**src/sv/assert_macros.svh**
```systemverilog
// assertion macros shared by the csv parser rtl
// expects a clock named clk and an active-low reset named rst_n in scope
`ifndef ASSERT_MACROS_SVH
`define ASSERT_MACROS_SVH

// same-cycle implication, disabled during reset
`define CSVP_ASSERT_NOW(lbl, ante, cons) \
  lbl: assert property (@(posedge clk) disable iff (!rst_n) (ante) |-> (cons)) \
    else $error("%m: check failed");

// next-cycle implication, disabled during reset
`define CSVP_ASSERT_NEXT(lbl, ante, cons) \
  lbl: assert property (@(posedge clk) disable iff (!rst_n) (ante) |=> (cons)) \
    else $error("%m: check failed");

`endif

```
**src/sv/csvp_pkg.sv**
```systemverilog
// types and constants for the strict csv byte parser
// no dependencies; imported by every module of the block
package csvp_pkg;

  // character codes
  localparam logic [7:0] CH_QUOTE = 8'h22;
  localparam logic [7:0] CH_COMMA = 8'h2C;
  localparam logic [7:0] CH_CR    = 8'h0D;
  localparam logic [7:0] CH_LF    = 8'h0A;
  localparam logic [7:0] CH_SPACE = 8'h20;
  localparam logic [7:0] CH_TAB   = 8'h09;

  // config register reset values
  localparam logic [15:0] FIELD_LIMIT_RST  = 16'd256;
  localparam logic [7:0]  COLUMN_LIMIT_RST = 8'd64;
  localparam logic [15:0] RECORD_LIMIT_RST = 16'd65535;

  // parse modes
  typedef enum logic [1:0] {
    MODE_PLAIN   = 2'd0,
    MODE_QUOTED  = 2'd1,
    MODE_PENDING = 2'd2,
    MODE_AFTER   = 2'd3
  } mode_t;

  // sticky error codes
  typedef enum logic [3:0] {
    ERR_NONE      = 4'd0,
    ERR_FIELD_BIG = 4'd1,
    ERR_COLUMNS   = 4'd2,
    ERR_RECORDS   = 4'd3,
    ERR_SPACE_AFT = 4'd4,
    ERR_CHAR_AFT  = 4'd5,
    ERR_MISPLACED = 4'd6,
    ERR_UNCLOSED  = 4'd7,
    ERR_NO_HEADER = 4'd8
  } err_t;

  // config register indexes
  typedef enum logic [1:0] {
    CFG_FIELD_LIMIT  = 2'd0,
    CFG_COLUMN_LIMIT = 2'd1,
    CFG_RECORD_LIMIT = 2'd2
  } cfg_idx_t;

  // config register values
  typedef struct packed {
    logic [15:0] field_limit;
    logic [7:0]  column_limit;
    logic [15:0] record_limit;
  } cfg_t;

  // parser state
  typedef struct packed {
    mode_t       mode;
    logic [15:0] field_len;
    logic [7:0]  col_cnt;
    logic [16:0] row_cnt;
    logic        saw_content;
    logic        swallow_lf;
    err_t        err;
  } pstate_t;

  // one result beat
  typedef struct packed {
    logic       byte_valid;
    logic [7:0] content_byte;
    logic       field_done;
    logic       row_done;
    logic [3:0] err_code;
    logic       finished;
  } res_t;

  localparam pstate_t PSTATE_RST = '{
    mode:        MODE_PLAIN,
    field_len:   16'd0,
    col_cnt:     8'd0,
    row_cnt:     17'd0,
    saw_content: 1'b0,
    swallow_lf:  1'b0,
    err:         ERR_NONE
  };

endpackage

```
**src/sv/csvp_cfg.sv**
```systemverilog
// configuration registers of the csv parser
// depends on csvp_pkg for the register indexes and reset values
module csvp_cfg
  import csvp_pkg::*;
(
  input  logic        clk,
  input  logic        rst_n,
  input  logic        wr_en,
  input  logic [1:0]  index,
  input  logic [15:0] wdata,
  output cfg_t        cfg
);

  logic [15:0] field_limit_r;
  logic [7:0]  column_limit_r;
  logic [15:0] record_limit_r;

  // register writes, unknown indexes are dropped
  always_ff @(posedge clk) begin
    if (!rst_n) begin
      field_limit_r  <= FIELD_LIMIT_RST;
      column_limit_r <= COLUMN_LIMIT_RST;
      record_limit_r <= RECORD_LIMIT_RST;
    end else if (wr_en) begin
      unique case (index)
        CFG_FIELD_LIMIT:  field_limit_r  <= wdata;
        CFG_COLUMN_LIMIT: column_limit_r <= wdata[7:0];
        CFG_RECORD_LIMIT: record_limit_r <= wdata;
        default: ;
      endcase
    end
  end

  assign cfg.field_limit  = field_limit_r;
  assign cfg.column_limit = column_limit_r;
  assign cfg.record_limit = record_limit_r;

endmodule

```
**src/sv/csvp_step.sv**
```systemverilog
// single-byte parse step: current state and one beat in, next state and result out
// depends on csvp_pkg for state, result and character constants
module csvp_step
  import csvp_pkg::*;
(
  input  cfg_t       cfg,
  input  pstate_t    cur,
  input  logic       end_of_text,
  input  logic [7:0] text_byte,
  output pstate_t    nxt,
  output res_t       res
);

  always_comb begin
    pstate_t    n;
    logic       take;
    logic       do_push;
    logic       do_comma;
    logic       do_row;
    logic       do_cr;
    logic       do_after;
    logic       do_plain;
    logic       is_eol;
    err_t       raise;
    logic       r_valid;
    logic       r_field;
    logic       r_row;
    logic [16:0] row_inc;

    n        = cur;
    take     = 1'b1;
    do_push  = 1'b0;
    do_comma = 1'b0;
    do_row   = 1'b0;
    do_cr    = 1'b0;
    do_after = 1'b0;
    do_plain = 1'b0;
    raise    = ERR_NONE;
    r_valid  = 1'b0;
    r_field  = 1'b0;
    r_row    = 1'b0;
    is_eol   = (text_byte == CH_CR) || (text_byte == CH_LF);
    row_inc  = cur.row_cnt + 17'd1;

    // classify the beat
    if (end_of_text) begin
      if (cur.err == ERR_NONE) begin
        if (cur.mode == MODE_QUOTED) begin
          raise = ERR_UNCLOSED;
        end else if (cur.mode == MODE_PENDING || cur.mode == MODE_AFTER ||
                     cur.field_len != 16'd0 || cur.col_cnt != 8'd0) begin
          do_row = 1'b1;
        end
      end
    end else if (cur.err == ERR_NONE) begin
      if (cur.swallow_lf) begin
        n.swallow_lf = 1'b0;
        if (text_byte == CH_LF) take = 1'b0;
      end
      if (take) begin
        unique case (cur.mode)
          MODE_QUOTED: begin
            if (text_byte == CH_QUOTE) begin
              n.mode = MODE_PENDING;
            end else begin
              n.saw_content = 1'b1;
              do_push       = 1'b1;
            end
          end
          MODE_PENDING: begin
            if (text_byte == CH_QUOTE) begin
              n.mode  = MODE_QUOTED;
              do_push = 1'b1;
            end else begin
              n.mode   = MODE_AFTER;
              do_after = 1'b1;
            end
          end
          MODE_AFTER: do_after = 1'b1;
          MODE_PLAIN: do_plain = 1'b1;
        endcase
      end
      // after a closing quote only a separator may follow
      if (do_after) begin
        priority if (text_byte == CH_COMMA) begin
          do_comma = 1'b1;
        end else if (is_eol) begin
          do_row = 1'b1;
          do_cr  = (text_byte == CH_CR);
        end else if (text_byte == CH_SPACE || text_byte == CH_TAB) begin
          raise = ERR_SPACE_AFT;
        end else begin
          raise = ERR_CHAR_AFT;
        end
      end
      // unquoted field bytes
      if (do_plain) begin
        priority if (text_byte == CH_QUOTE) begin
          if (cur.field_len != 16'd0) begin
            raise = ERR_MISPLACED;
          end else begin
            n.mode        = MODE_QUOTED;
            n.saw_content = 1'b1;
          end
        end else if (text_byte == CH_COMMA) begin
          do_comma = 1'b1;
        end else if (is_eol) begin
          do_row = 1'b1;
          do_cr  = (text_byte == CH_CR);
        end else begin
          n.saw_content = 1'b1;
          do_push       = 1'b1;
        end
      end
    end

    // classification errors
    if (raise != ERR_NONE) n.err = raise;

    // content byte, length check covers escaped quotes
    if (do_push) begin
      if ({1'b0, cur.field_len} + 17'd1 > {1'b0, cfg.field_limit}) begin
        n.err = ERR_FIELD_BIG;
      end else begin
        n.field_len = cur.field_len + 16'd1;
        r_valid     = 1'b1;
      end
    end

    // comma closes a field
    if (do_comma) begin
      priority if (cur.field_len > cfg.field_limit) begin
        n.err = ERR_FIELD_BIG;
      end else if ({1'b0, cur.col_cnt} + 9'd1 >= {1'b0, cfg.column_limit}) begin
        n.err = ERR_COLUMNS;
      end else begin
        n.col_cnt   = cur.col_cnt + 8'd1;
        n.field_len = 16'd0;
        n.mode      = MODE_PLAIN;
        r_field     = 1'b1;
      end
    end

    // row end, an empty single-field row is skipped
    if (do_row) begin
      priority if (cur.field_len > cfg.field_limit) begin
        n.err = ERR_FIELD_BIG;
      end else if ({1'b0, cur.col_cnt} + 9'd1 > {1'b0, cfg.column_limit}) begin
        n.err = ERR_COLUMNS;
      end else begin
        n.mode = MODE_PLAIN;
        if (!(cur.col_cnt == 8'd0 && cur.field_len == 16'd0 && !n.saw_content)) begin
          n.row_cnt = row_inc;
          if (row_inc > {1'b0, cfg.record_limit} + 17'd1) begin
            n.err = ERR_RECORDS;
          end else begin
            n.col_cnt     = 8'd0;
            n.field_len   = 16'd0;
            n.saw_content = 1'b0;
            r_field       = 1'b1;
            r_row         = 1'b1;
          end
        end
      end
    end

    // swallow the lf of a crlf pair
    if (do_cr && n.err == ERR_NONE) n.swallow_lf = 1'b1;

    // text with no kept row
    if (end_of_text && cur.err == ERR_NONE && n.err == ERR_NONE && n.row_cnt == 17'd0) begin
      n.err = ERR_NO_HEADER;
    end

    // result beat, flags masked once an error is set
    res.byte_valid   = r_valid && (n.err == ERR_NONE);
    res.content_byte = res.byte_valid ? text_byte : 8'd0;
    res.field_done   = r_field && (n.err == ERR_NONE);
    res.row_done     = r_row && (n.err == ERR_NONE);
    res.err_code     = n.err;
    res.finished     = end_of_text;

    // end beat starts a fresh text
    nxt = end_of_text ? PSTATE_RST : n;
  end

endmodule

```
**src/sv/strict_csv_byte_parser_core.sv**
```systemverilog
// strict csv byte parser: each input beat passes the input register, then the result register
// throughput one byte per cycle while out_stall is low, set by the combinational parse step between
// the input register and the result register
// synchronous active-low reset clears parse state, the valid bits of both beat registers and
// restores config limits to 256 / 64 / 65535; an end beat clears parse state
module strict_csv_byte_parser_core
  import csvp_pkg::*;
(
  input  logic        clk,
  input  logic        rst_n,
  input  logic        in_valid,
  output logic        in_stall,
  input  logic        in_end_of_text,
  input  logic [7:0]  in_text_byte,
  output logic        out_valid,
  input  logic        out_stall,
  output logic        out_byte_valid,
  output logic [7:0]  out_content_byte,
  output logic        out_field_done,
  output logic        out_row_done,
  output logic [3:0]  out_error_code,
  output logic        out_finished,
  input  logic        cfg_wr_en,
  input  logic [1:0]  cfg_index,
  input  logic [15:0] cfg_wdata
);

`include "assert_macros.svh"

  cfg_t       cfg;
  pstate_t    st_r;
  pstate_t    st_nxt;
  res_t       res_nxt;
  res_t       res_r;
  logic       in_vld_r;
  logic       in_end_r;
  logic [7:0] in_byte_r;
  logic       out_vld_r;
  logic       advance;
  logic       step_go;

  // config registers
  csvp_cfg u_cfg (
    .clk   (clk),
    .rst_n (rst_n),
    .wr_en (cfg_wr_en),
    .index (cfg_index),
    .wdata (cfg_wdata),
    .cfg   (cfg)
  );

  // handshake control
  assign advance  = !out_vld_r || !out_stall;
  assign step_go  = in_vld_r && advance;
  assign in_stall = in_vld_r && !advance;

  // input beat register
  always_ff @(posedge clk) begin
    if (!rst_n) begin
      in_vld_r <= 1'b0;
    end else if (!in_stall) begin
      in_vld_r <= in_valid;
    end
  end

  always_ff @(posedge clk) begin
    if (in_valid && !in_stall) begin
      in_end_r  <= in_end_of_text;
      in_byte_r <= in_text_byte;
    end
  end

  // parse step
  csvp_step u_step (
    .cfg         (cfg),
    .cur         (st_r),
    .end_of_text (in_end_r),
    .text_byte   (in_byte_r),
    .nxt         (st_nxt),
    .res         (res_nxt)
  );

  // parser state
  always_ff @(posedge clk) begin
    if (!rst_n) begin
      st_r <= PSTATE_RST;
    end else if (step_go) begin
      st_r <= st_nxt;
    end
  end

  // result beat register
  always_ff @(posedge clk) begin
    if (!rst_n) begin
      out_vld_r <= 1'b0;
    end else if (advance) begin
      out_vld_r <= in_vld_r;
    end
  end

  always_ff @(posedge clk) begin
    if (step_go) begin
      res_r <= res_nxt;
    end
  end

  assign out_valid        = out_vld_r;
  assign out_byte_valid   = res_r.byte_valid;
  assign out_content_byte = res_r.content_byte;
  assign out_field_done   = res_r.field_done;
  assign out_row_done     = res_r.row_done;
  assign out_error_code   = res_r.err_code;
  assign out_finished     = res_r.finished;

  // an error beat carries no content or markers
  `CSVP_ASSERT_NOW(a_err_masks_flags, out_vld_r && res_r.err_code != ERR_NONE,
    !res_r.byte_valid && !res_r.field_done && !res_r.row_done)
  // a row end also closes its field, and never with a content byte
  `CSVP_ASSERT_NOW(a_row_has_field, out_vld_r && res_r.row_done,
    res_r.field_done && !res_r.byte_valid)
  // an error holds until the end beat
  `CSVP_ASSERT_NEXT(a_err_sticky, step_go && !in_end_r && st_r.err != ERR_NONE,
    st_r.err == $past(st_r.err))
  // the end beat returns the parser to its start state
  `CSVP_ASSERT_NEXT(a_end_clears, step_go && in_end_r,
    st_r.err == ERR_NONE && st_r.mode == MODE_PLAIN && st_r.row_cnt == 17'd0)

endmodule
```
**config.mk**
```make
export PLATFORM = sky130hd
export DESIGN_NAME = strict_csv_byte_parser_core
export DESIGN_NICKNAME = d
export VERILOG_FILES = /design/src/sv/csvp_pkg.sv /design/src/sv/csvp_cfg.sv /design/src/sv/csvp_step.sv /design/src/sv/strict_csv_byte_parser_core.sv
export VERILOG_INCLUDE_DIRS = /design/src /design/src/sv
export SDC_FILE = /design/constraint.sdc
export NUM_CORES = 1
export LEC_CHECK = 0
export BUFFER_PORTS_ARGS = -buffer_cell sky130_fd_sc_hd__buf_2
export CAP_MARGIN = 15
export CORE_ASPECT_RATIO = 0.75
export CORE_MARGIN = 2
export CORE_UTILIZATION = 62
export CTS_BUF_LIST = sky130_fd_sc_hd__clkbuf_16
export DETAILED_ROUTE_END_ITERATION = 8
export GPL_TIMING_DRIVEN = 0
export PLACE_DENSITY_LB_ADDON = 0.1
export SLEW_MARGIN = 20
export SYNTH_ARGS = -nofsm -noshare
export SYNTH_HDL_FRONTEND = slang
export SYNTH_SLANG_ARGS = --single-unit
```
**constraint.sdc**
```tcl
create_clock -name clk -period 5.4 [get_ports clk]
set_input_delay 0.81 -clock clk [delete_from_list [all_inputs] [get_ports clk]]
set_output_delay 0.81 -clock clk [all_outputs]
set_load 0.05 [all_outputs]
```
# Word level (Yosys, flattened, before mapping)
# Cells that the tools add are included.
[classes]
div = 0
bitwise_logic = 0
magnitude_cmp = 5
reduce_logical = 39
n_shift = 0
mul = 0
n_addsub = 6
eq_ne = 11
n_mux = 120
[ops]
columns = ["cell", "n"]
rows = [
  ["two-way mux 44 bit", 3],
  ["two-way mux 4 bit", 21],
  ["two-way mux 26 bit", 3],
  ["two-way mux 1 bit", 74],
  ["two-way mux 49 bit", 1],
  ["two-way mux 42 bit", 1],
  ["adder 16 x 1 -> 17 bit (second input constant)", 2],
  ["two-way mux 16 bit", 2],
  ["equality test 8 x 4 -> 1 bit (second input constant)", 3],
  ["equality test 8 x 6 -> 1 bit (second input constant)", 3],
  ["two-way mux 24 bit", 1],
  ["two-way mux 2 bit", 10],
  ["adder 17 x 1 -> 17 bit (second input constant)", 1],
  ["> comparator 17 x 16 -> 1 bit", 1],
  ["> comparator 17 bit", 1],
  ["zero test 17 bit", 1],
  ["adder 16 x 1 -> 16 bit (second input constant)", 1],
  ["> comparator 16 bit", 1],
  ["zero test 16 bit", 1],
  ["nonzero test 16 bit", 1],
  ["logical AND 1 bit", 12],
  ["zero test 4 bit", 3],
  ["adder 8 x 1 -> 9 bit (second input constant)", 1],
  [">= comparator 9 x 8 -> 1 bit", 1],
  ["other kinds (15)", 32],
]
[totals]
word_cells = 201
mem_count = 0
ramBits = 0
output_inout_bits = 18
input_bits = 32
regBits = 116
romBits = 0
latch_bits = 0

# Longest topological paths before layout
[depth]
ltp_word = 32
depth_mapped = 20
mapped_depth_nobuf = 17

# Hierarchy
# From an unflattened synthesis, not the netlist that was laid out.
[hier_totals]
hier_cells = 1053
hier_area_um2 = 8882.3
[by_module_without_submodules]
columns = ["mod", "cells_each", "area_per_inst_um2", "instances", "seq_area_each_um2"]
rows = [
  ["csvp_step", 636, 4319.1, 1, 0.0],
  ["strict_csv_byte_parser_core", 246, 2840.2, 1, 1771.7],
  ["csvp_cfg", 171, 1722.9, 1, 800.8],
]

# Worst setup path before layout
# Ideal clock, no wire load.
[synth_path]
path_kind = "register to register"
from = "reg st_r[6] (netlist name)"
to = "reg res_r, in the netlist out_content_byte[0], data pin"
arrival_ns = 3.889
required_time_ns = 5.130
stages_incl_launch_ff = 19
path_buffers = 2
period_less_slack_ns = 4.158
setup_time_ns = 0.270
path_slack_ns = 1.242
path_cell_list = "dfxtp_1 ha_1 and3_1 and3_1 clkbuf_1 nand4_1 nor2_1 nand3_1 xnor2_1 ha_1 and4_1 a211oi_1 a31o_2 or3_1 a211oi_1 nor3_1 a21bo_2 clkbuf_1 nor3_1"
[synth_via]
elab_chain_cells = 13
word_cells_on_any_way = 18
cone_classes = "add/sub: 1; order compare: 1; mux: 10; reduce/logical: 6"
[synth_rtl]
columns = ["item", "line", "rtl"]
rows = [
  ["start: declaration", "strict_csv_byte_parser_core.sv:31", "pstate_t st_r;"],
  ["start signal: assignment", "strict_csv_byte_parser_core.sv:88", "st_r <= st_nxt;"],
  ["adder 17 x 1 -> 17 bit", "csvp_step.sv:43", "row_inc = cur.row_cnt + 17'd1;"],
  ["> comparator 17 bit", "csvp_step.sv:154", "if (row_inc > {1'b0, cfg.record_limit} + 17'd1) begin"],
  ["two-way mux 4 bit", "csvp_step.sv:154", ""],
  ["two-way mux 4 bit", "csvp_step.sv:152", "if (!(cur.col_cnt == 8'd0 && cur.field_len == 16'd0 && !n.saw_content)) begin"],
  ["two-way mux 4 bit", "csvp_step.sv:148", "end else if ({1'b0, cur.col_cnt} + 9'd1 > {1'b0, cfg.column_limit}) begin"],
  ["two-way mux 4 bit", "csvp_step.sv:146", "priority if (cur.field_len > cfg.field_limit) begin"],
  ["two-way mux 4 bit", "csvp_step.sv:145", "if (do_row) begin"],
  ["zero test 4 bit", "csvp_step.sv:171", "if (end_of_text && cur.err == ERR_NONE && n.err == ERR_NONE && n.row_cnt == 17'd0) begin"],
  ["logical AND 1 bit (2 in a row)", "csvp_step.sv:171", ""],
  ["two-way mux 4 bit *", "csvp_step.sv:171", ""],
  ["zero test 4 bit *", "csvp_step.sv:176", "res.byte_valid = r_valid && (n.err == ERR_NONE);"],
  ["logical AND 1 bit *", "csvp_step.sv:176", ""],
  ["end signal: assignment", "strict_csv_byte_parser_core.sv:103", "res_r <= res_nxt;"],
  ["end: declaration", "strict_csv_byte_parser_core.sv:34", "res_t res_r;"],
]
# Every way passes the cells marked *; elsewhere a longest branch is shown, timed or not.
# A chain may end at the register's enable or synchronous reset.

# Final worst setup path
[layout_path]
from = "reg st_r[31] (netlist name)"
to = "reg st_r[41] (netlist name)"
[layout_via]
elab_chain_cells = 13
word_cells_on_any_way = 31
cone_classes = "add/sub: 2; order compare: 2; mux: 20; reduce/logical: 7"
[layout_rtl]
columns = ["item", "line", "rtl"]
rows = [
  ["adder 16 x 1 -> 17 bit or nonzero test 16 bit (tied branches)", "csvp_step.sv:122, csvp_step.sv:51, csvp_step.sv:99", ""],
  ["> comparator 17 x 16 -> 1 bit or two-way mux 1 bit (tied branches)", "csvp_step.sv:122, csvp_step.sv:99", ""],
  ["two-way mux 16 bit or two-way mux 1 bit (tied branches)", "csvp_step.sv:122, csvp_step.sv:98", ""],
  ["two-way mux 16 bit or two-way mux 1 bit (tied branches)", "csvp_step.sv:121, csvp_step.sv:97", ""],
  ["two-way mux 26 bit or two-way mux 2 bit (tied branches)", "csvp_step.sv:134, csvp_step.sv:55", ""],
  ["two-way mux 26 bit or two-way mux 2 bit (tied branches)", "csvp_step.sv:132, csvp_step.sv:46", ""],
  ["two-way mux 26 bit or zero test 1 bit (tied branches)", "csvp_step.sv:131, csvp_step.sv:152", ""],
  ["two-way mux 24 bit or logical AND 1 bit (tied branches)", "csvp_step.sv:154, csvp_step.sv:152", ""],
  ["two-way mux 42 bit", "csvp_step.sv:152", ""],
  ["two-way mux 44 bit", "csvp_step.sv:148", ""],
  ["two-way mux 44 bit", "csvp_step.sv:146", ""],
  ["two-way mux 44 bit *", "csvp_step.sv:145", ""],
  ["two-way mux 49 bit *", "csvp_step.sv:184", "nxt = end_of_text ? PSTATE_RST : n;"],
]
# Every way passes the cells marked *; elsewhere a longest branch is shown, timed or not. The select of a mux whose other input is x is not followed.

==> impl_table.tex <==
\begin{tabular}{lr}
\hline
Metric & Value \\
\hline
\multicolumn{2}{l}{\textbf{Detailed routing}} \\
1st-iter DRT viols & around 740 \\
Iteration count of the initial detailed-routing pass & 5 \\
Sum of routed wire length over all layers & 20600 µm \\
Via-to-Cell Ratio & 6.21 \\
Routed via count & 7157 \\
Remaining antenna violation count after routing & 0 \\
Detail-routed net length per standard cell & 17.8 µm \\
Number of remaining DRC errors & 0 \\
\multicolumn{2}{l}{\textbf{Critical path}} \\
Crit. Startpoint & st\_r[31]\$\_SDFFE\_PN0P\_ \\
Worst setup path end & st\_r[41]\$\_SDFFE\_PN0P\_ \\
Terminus of the critical flop-to-flop path & st\_r[41]\$\_SDFFE\_PN0P\_ \\
Type of the worst setup path & reg2reg \\
Depth of the most critical reg-to-reg path & 18 \\
Kind of start point of the critical path & flop \\
Top fanout value on the critical path & 10 \\
Worst EP required & 5.75 ns \\
Worst R2R Setup Slack & around 0.34 ns \\
Reg-to-reg startpoint & st\_r[31]\$\_SDFFE\_PN0P\_ \\
Kind of end point of the critical path & flop \\
Worst endpoint data arrival time & 5.42 ns \\
\multicolumn{2}{l}{\textbf{STA}} \\
Actual transition at the worst max-transition pin & between 1 and 1.5 ns \\
Headroom to the max-slew limit & 26.7\% \\
Number of setup violations in the final report & 0 \\
Final-layout worst hold slack & 0.455 ns \\
Unrepaired setup endpoints after global routing & no \\
Aggregate negative setup slack & 0 ns \\
Max-slew violations & 0 \\
Part of the cycle the worst path needs & 93.7\% \\
Worst clock skew & 0.0105 ns \\
Maximum achievable frequency & 198 MHz \\
Final hold vios & 0 \\
Min Tclk post-route & 5.06 ns \\
\multicolumn{2}{l}{\textbf{Clock tree}} \\
Number of buffers added for setup after CTS & 0 \\
Total CTS buffers & 17 \\
Clk slew on worst S/H paths & around 0.06 ns \\
Post\_cts resized & 0 \\
Number of levels in the clock H-tree & 4 \\
Clock insertion delay at the later pin of the skew report & 0.42 ns \\
Cell at the root of the clock tree & sky130\_fd\_sc\_hd\_\_clkbuf\_16 \\
Clock buffer depth & 2 \\
Number of clock sinks & 116 \\
Clock tree from TritonCTS & yes \\
Number of buffers inserted by hold repair at cts & 0 \\
\multicolumn{2}{l}{\textbf{Synth}} \\
Average size of a mapped cell & around 8.5 µm² \\
Post-Syn Nets & 1006 \\
Number of warnings issued by yosys & 0 \\
Share of async-settable or async-resettable flops after synthesis & 0\% \\
Distinct cell type count of the synthesized netlist & 83 \\
Number of flip-flops and latches in the synthesized netlist & about 120 \\
Post-synthesis cell area & $\sim$7700 µm² \\
Number of enable-type register cells in the synthesized netlist & 25 \\
Number of instances in the synthesized netlist & 907 \\
Dominant synthesized flop cell & sky130\_fd\_sc\_hd\_\_dfxtp\_1 \\
Proportion of synthesized chip area in sequential cells & 33.3\% \\
\multicolumn{2}{l}{\textbf{Layout}} \\
Commonest cells after routing, fill and taps aside & sky130\_fd\_sc\_hd\_\_nand2\_1, sky130\_fd\_sc\_hd\_\_dfxtp\_1, sky130\_fd\_sc\_hd\_\_a21oi\_1, sky130\_fd\_sc\_hd\_\_nor2\_1, sky130\_fd\_sc\_hd\_\_ha\_1 \\
Fillers & slightly above 1000 \\
Inserted Diodes & 0 \\
Layout cell share with drive strength beyond 1 & 12.7\% \\
Number of nets in the layout & 1074 \\
Area growth from synthesis to layout & 12.7\% \\
Most common cell after layout, fill and taps aside & sky130\_fd\_sc\_hd\_\_nand2\_1 \\
Finished Cell Area & between 8000 and 9000 µm² \\
\multicolumn{2}{l}{\textbf{Floorplanning}} \\
Die Width & 133 µm \\
Top-Level Pins & 50 \\
Area inside the core boundary & about 12000 µm² \\
Initial standard-cell utilization of the core & between 60\% and 70\% \\
Die area & 13400 µm² \\
\# rows & 35 \\
Height of the die & 101 µm \\
\multicolumn{2}{l}{\textbf{Worst hold path}} \\
Min-Delay Path Class & reg2reg \\
\multicolumn{2}{l}{\textbf{Run}} \\
Max Cap Viol & 0 \\
\multicolumn{2}{l}{\textbf{Placed design}} \\
Placement-stage cell area & between 8000 and 9000 µm² \\
HPWL after detailed placement & 15000 µm \\
Placer congestion estimate & 0.900 \\
Quantity of I/O buffers inserted on ports & just under 50 \\
\multicolumn{2}{l}{\textbf{Pwr}} \\
Ratio of total power to cell area & 256 nW/µm² \\
Peak supply drop & 239 µV \\
P\_leak & roughly 3.8 nW \\
\multicolumn{2}{l}{\textbf{Global route}} \\
Global-route wire length before repair & about 34000 µm \\
GRT Util Overall & 31.7\% \\
Antenna violations before repair & 0 \\
Largest net degree at the start of global routing & 26 \\
Via count of the first global-routing pass & 6693 \\
Aggregate global routing overflow & 0 \\
\multicolumn{2}{l}{\textbf{Outcome}} \\
Run status & finished clean \\
\hline
\end{tabular}
-- layout make-up --
| type | count | area [µm²] | area share [%] |
|---|---|---|---|
| clock inverter | 14 | 96.3 | 1.11 |
| buffer | 46 | 226 | 2.60 |
| inverter | 45 | 169 | 1.94 |
| clock buffer | 17 | 425 | 4.89 |
| multi-input combinational | 700 | 4760 | 54.7 |
| tap | 166 | 208 | 2.39 |
| timing repair buffer | 49 | 245 | 2.82 |
| sequential | 116 | 2570 | 29.6 |
-- sequential cells by signal (all words and copies together) (netlist names) --
name / flops
out_byte_valid: 1
in_end_r: 1
out_field_done: 1
u_cfg.column_limit_r: 8
in_byte_r: 8
out_error_code: 4
st_r: 49
u_cfg.record_limit_r: 16
out_valid: 1
u_cfg.field_limit_r: 16
out_row_done: 1
out_content_byte: 8
out_finished: 1
in_vld_r: 1
-- where the power goes --
part / total, mW / switching [mW] / internal, mW
clock network: 1.02 / 0.401 / 0.615
logic: 0.280 / 0.181 / 0.0988
registers: 0.932 / 0.0199 / 0.912
-- worst min path at each step --
stage / cells past startpoint / slack [ns] / to / from
floorplan: 0 / 0.42 / out_finished$_DFFE_PP_ / in_end_r$_DFFE_PP_
global placement: 2 / 0.45 / u_cfg.field_limit_r[5]$_SDFFE_PN0P_ / u_cfg.field_limit_r[5]$_SDFFE_PN0P_
detailed placement: 0 / 0.44 / out_finished$_DFFE_PP_ / in_end_r$_DFFE_PP_
CTS: 2 / 0.46 / u_cfg.field_limit_r[9]$_SDFFE_PN0P_ / u_cfg.field_limit_r[9]$_SDFFE_PN0P_
global route: 0 / 0.47 / out_finished$_DFFE_PP_ / in_end_r$_DFFE_PP_
finish: 2 / 0.46 / u_cfg.field_limit_r[9]$_SDFFE_PN0P_ / u_cfg.field_limit_r[9]$_SDFFE_PN0P_
-- cells in the mapped netlist (4+ instances only) --
cell type / n / area [µm²]
sky130_fd_sc_hd__a31oi_1: 4 / 25.0
sky130_fd_sc_hd__nand4_1: 13 / 81.3
sky130_fd_sc_hd__a21o_1: 19 / 143
sky130_fd_sc_hd__a22oi_1: 15 / 113
sky130_fd_sc_hd__dfxtp_1: 91 / 1820
sky130_fd_sc_hd__xnor2_1: 24 / 210
sky130_fd_sc_hd__or3_1: 5 / 31.3
sky130_fd_sc_hd__xor2_1: 28 / 245
sky130_fd_sc_hd__edfxtp_1: 25 / 751
sky130_fd_sc_hd__nor2_1: 67 / 251
sky130_fd_sc_hd__mux2i_1: 11 / 110
sky130_fd_sc_hd__nand2_1: 108 / 405
sky130_fd_sc_hd__nor4_1: 11 / 68.8
sky130_fd_sc_hd__a211oi_1: 5 / 37.5
sky130_fd_sc_hd__and2_1: 4 / 25.0
sky130_fd_sc_hd__inv_1: 45 / 169
sky130_fd_sc_hd__nor3b_1: 5 / 37.5
sky130_fd_sc_hd__nor3_1: 29 / 145
sky130_fd_sc_hd__and4_1: 4 / 35.0
sky130_fd_sc_hd__and3_1: 22 / 138
sky130_fd_sc_hd__buf_1: 4 / 15.0
sky130_fd_sc_hd__nand3_1: 50 / 250
sky130_fd_sc_hd__nand2b_1: 5 / 31.3
sky130_fd_sc_hd__nand3b_1: 5 / 37.5
sky130_fd_sc_hd__o21ai_0: 28 / 140
sky130_fd_sc_hd__ha_1: 67 / 838
sky130_fd_sc_hd__a22o_1: 4 / 35.0
sky130_fd_sc_hd__a21oi_1: 69 / 345
sky130_fd_sc_hd__o211ai_1: 8 / 60.1
sky130_fd_sc_hd__clkbuf_1: 33 / 124
sky130_fd_sc_hd__or4_1: 5 / 37.5
sky130_fd_sc_hd__nor2b_1: 7 / 43.8
sky130_fd_sc_hd__a311oi_1: 8 / 70.1
-- cell families after synthesis --
group                    after synthesis  synth area share [%]
AND/OR/NAND/NOR                      365                  24.6
XOR/XNOR                              52                  5.90
flip-flops                           116                  33.3
adder cells (fa/ha/maj)               67                  10.9
AO/OA/AOI/OAI                        203                  18.5
buffers and inverters                 91                  5.07
multiplexers                          13                  1.72
-- critical path, cell delays in order (launching register included) --
cell                       delay [ns]
sky130_fd_sc_hd__dfxtp_1         0.41
sky130_fd_sc_hd__ha_1            0.27
sky130_fd_sc_hd__and3_1          0.28
sky130_fd_sc_hd__and3_1          0.26
sky130_fd_sc_hd__and3_1          0.17
sky130_fd_sc_hd__clkbuf_1        0.25
sky130_fd_sc_hd__and3_1          0.32
sky130_fd_sc_hd__xor2_1          0.12
sky130_fd_sc_hd__ha_1            0.31
sky130_fd_sc_hd__nand2_1         0.07
sky130_fd_sc_hd__o21a_1          0.19
sky130_fd_sc_hd__o21ai_0         0.24
sky130_fd_sc_hd__o221ai_1        0.14
sky130_fd_sc_hd__o21ai_1         0.50
sky130_fd_sc_hd__nor2_1          0.12
sky130_fd_sc_hd__clkbuf_2        0.23
sky130_fd_sc_hd__o41ai_2         0.79
sky130_fd_sc_hd__a22oi_1         0.20
sky130_fd_sc_hd__nor2_1          0.12
-- routing by layer --
| layer | GRT usage [%] | vias to the layer above | wire length, µm |
|---|---|---|---|
| li1 | - | 3440 | - |
| met1 | 45.5 | 3346 | 9640 |
| met2 | 48.7 | 332 | 8860 |
| met3 | 5.78 | 39 | 1730 |
| met4 | 10.0 | 0 | 351 |
| met5 | 0 | - | 0 |
-- through the flow --
step                      std cells  worst slack (ns)  util, %  power (mW)
after floorplan                 907              1.24        -        1.14
after global placement         1122             0.210     66.9        1.22
after detailed placement       1122             0.163     66.9        1.22
after CTS                      1153             0.159     71.2        2.23
after global routing           1153            0.0571     71.2        2.31
final                          1153             0.338     71.2        2.23
No activity file was read; power rests on OpenSTA's default activity.
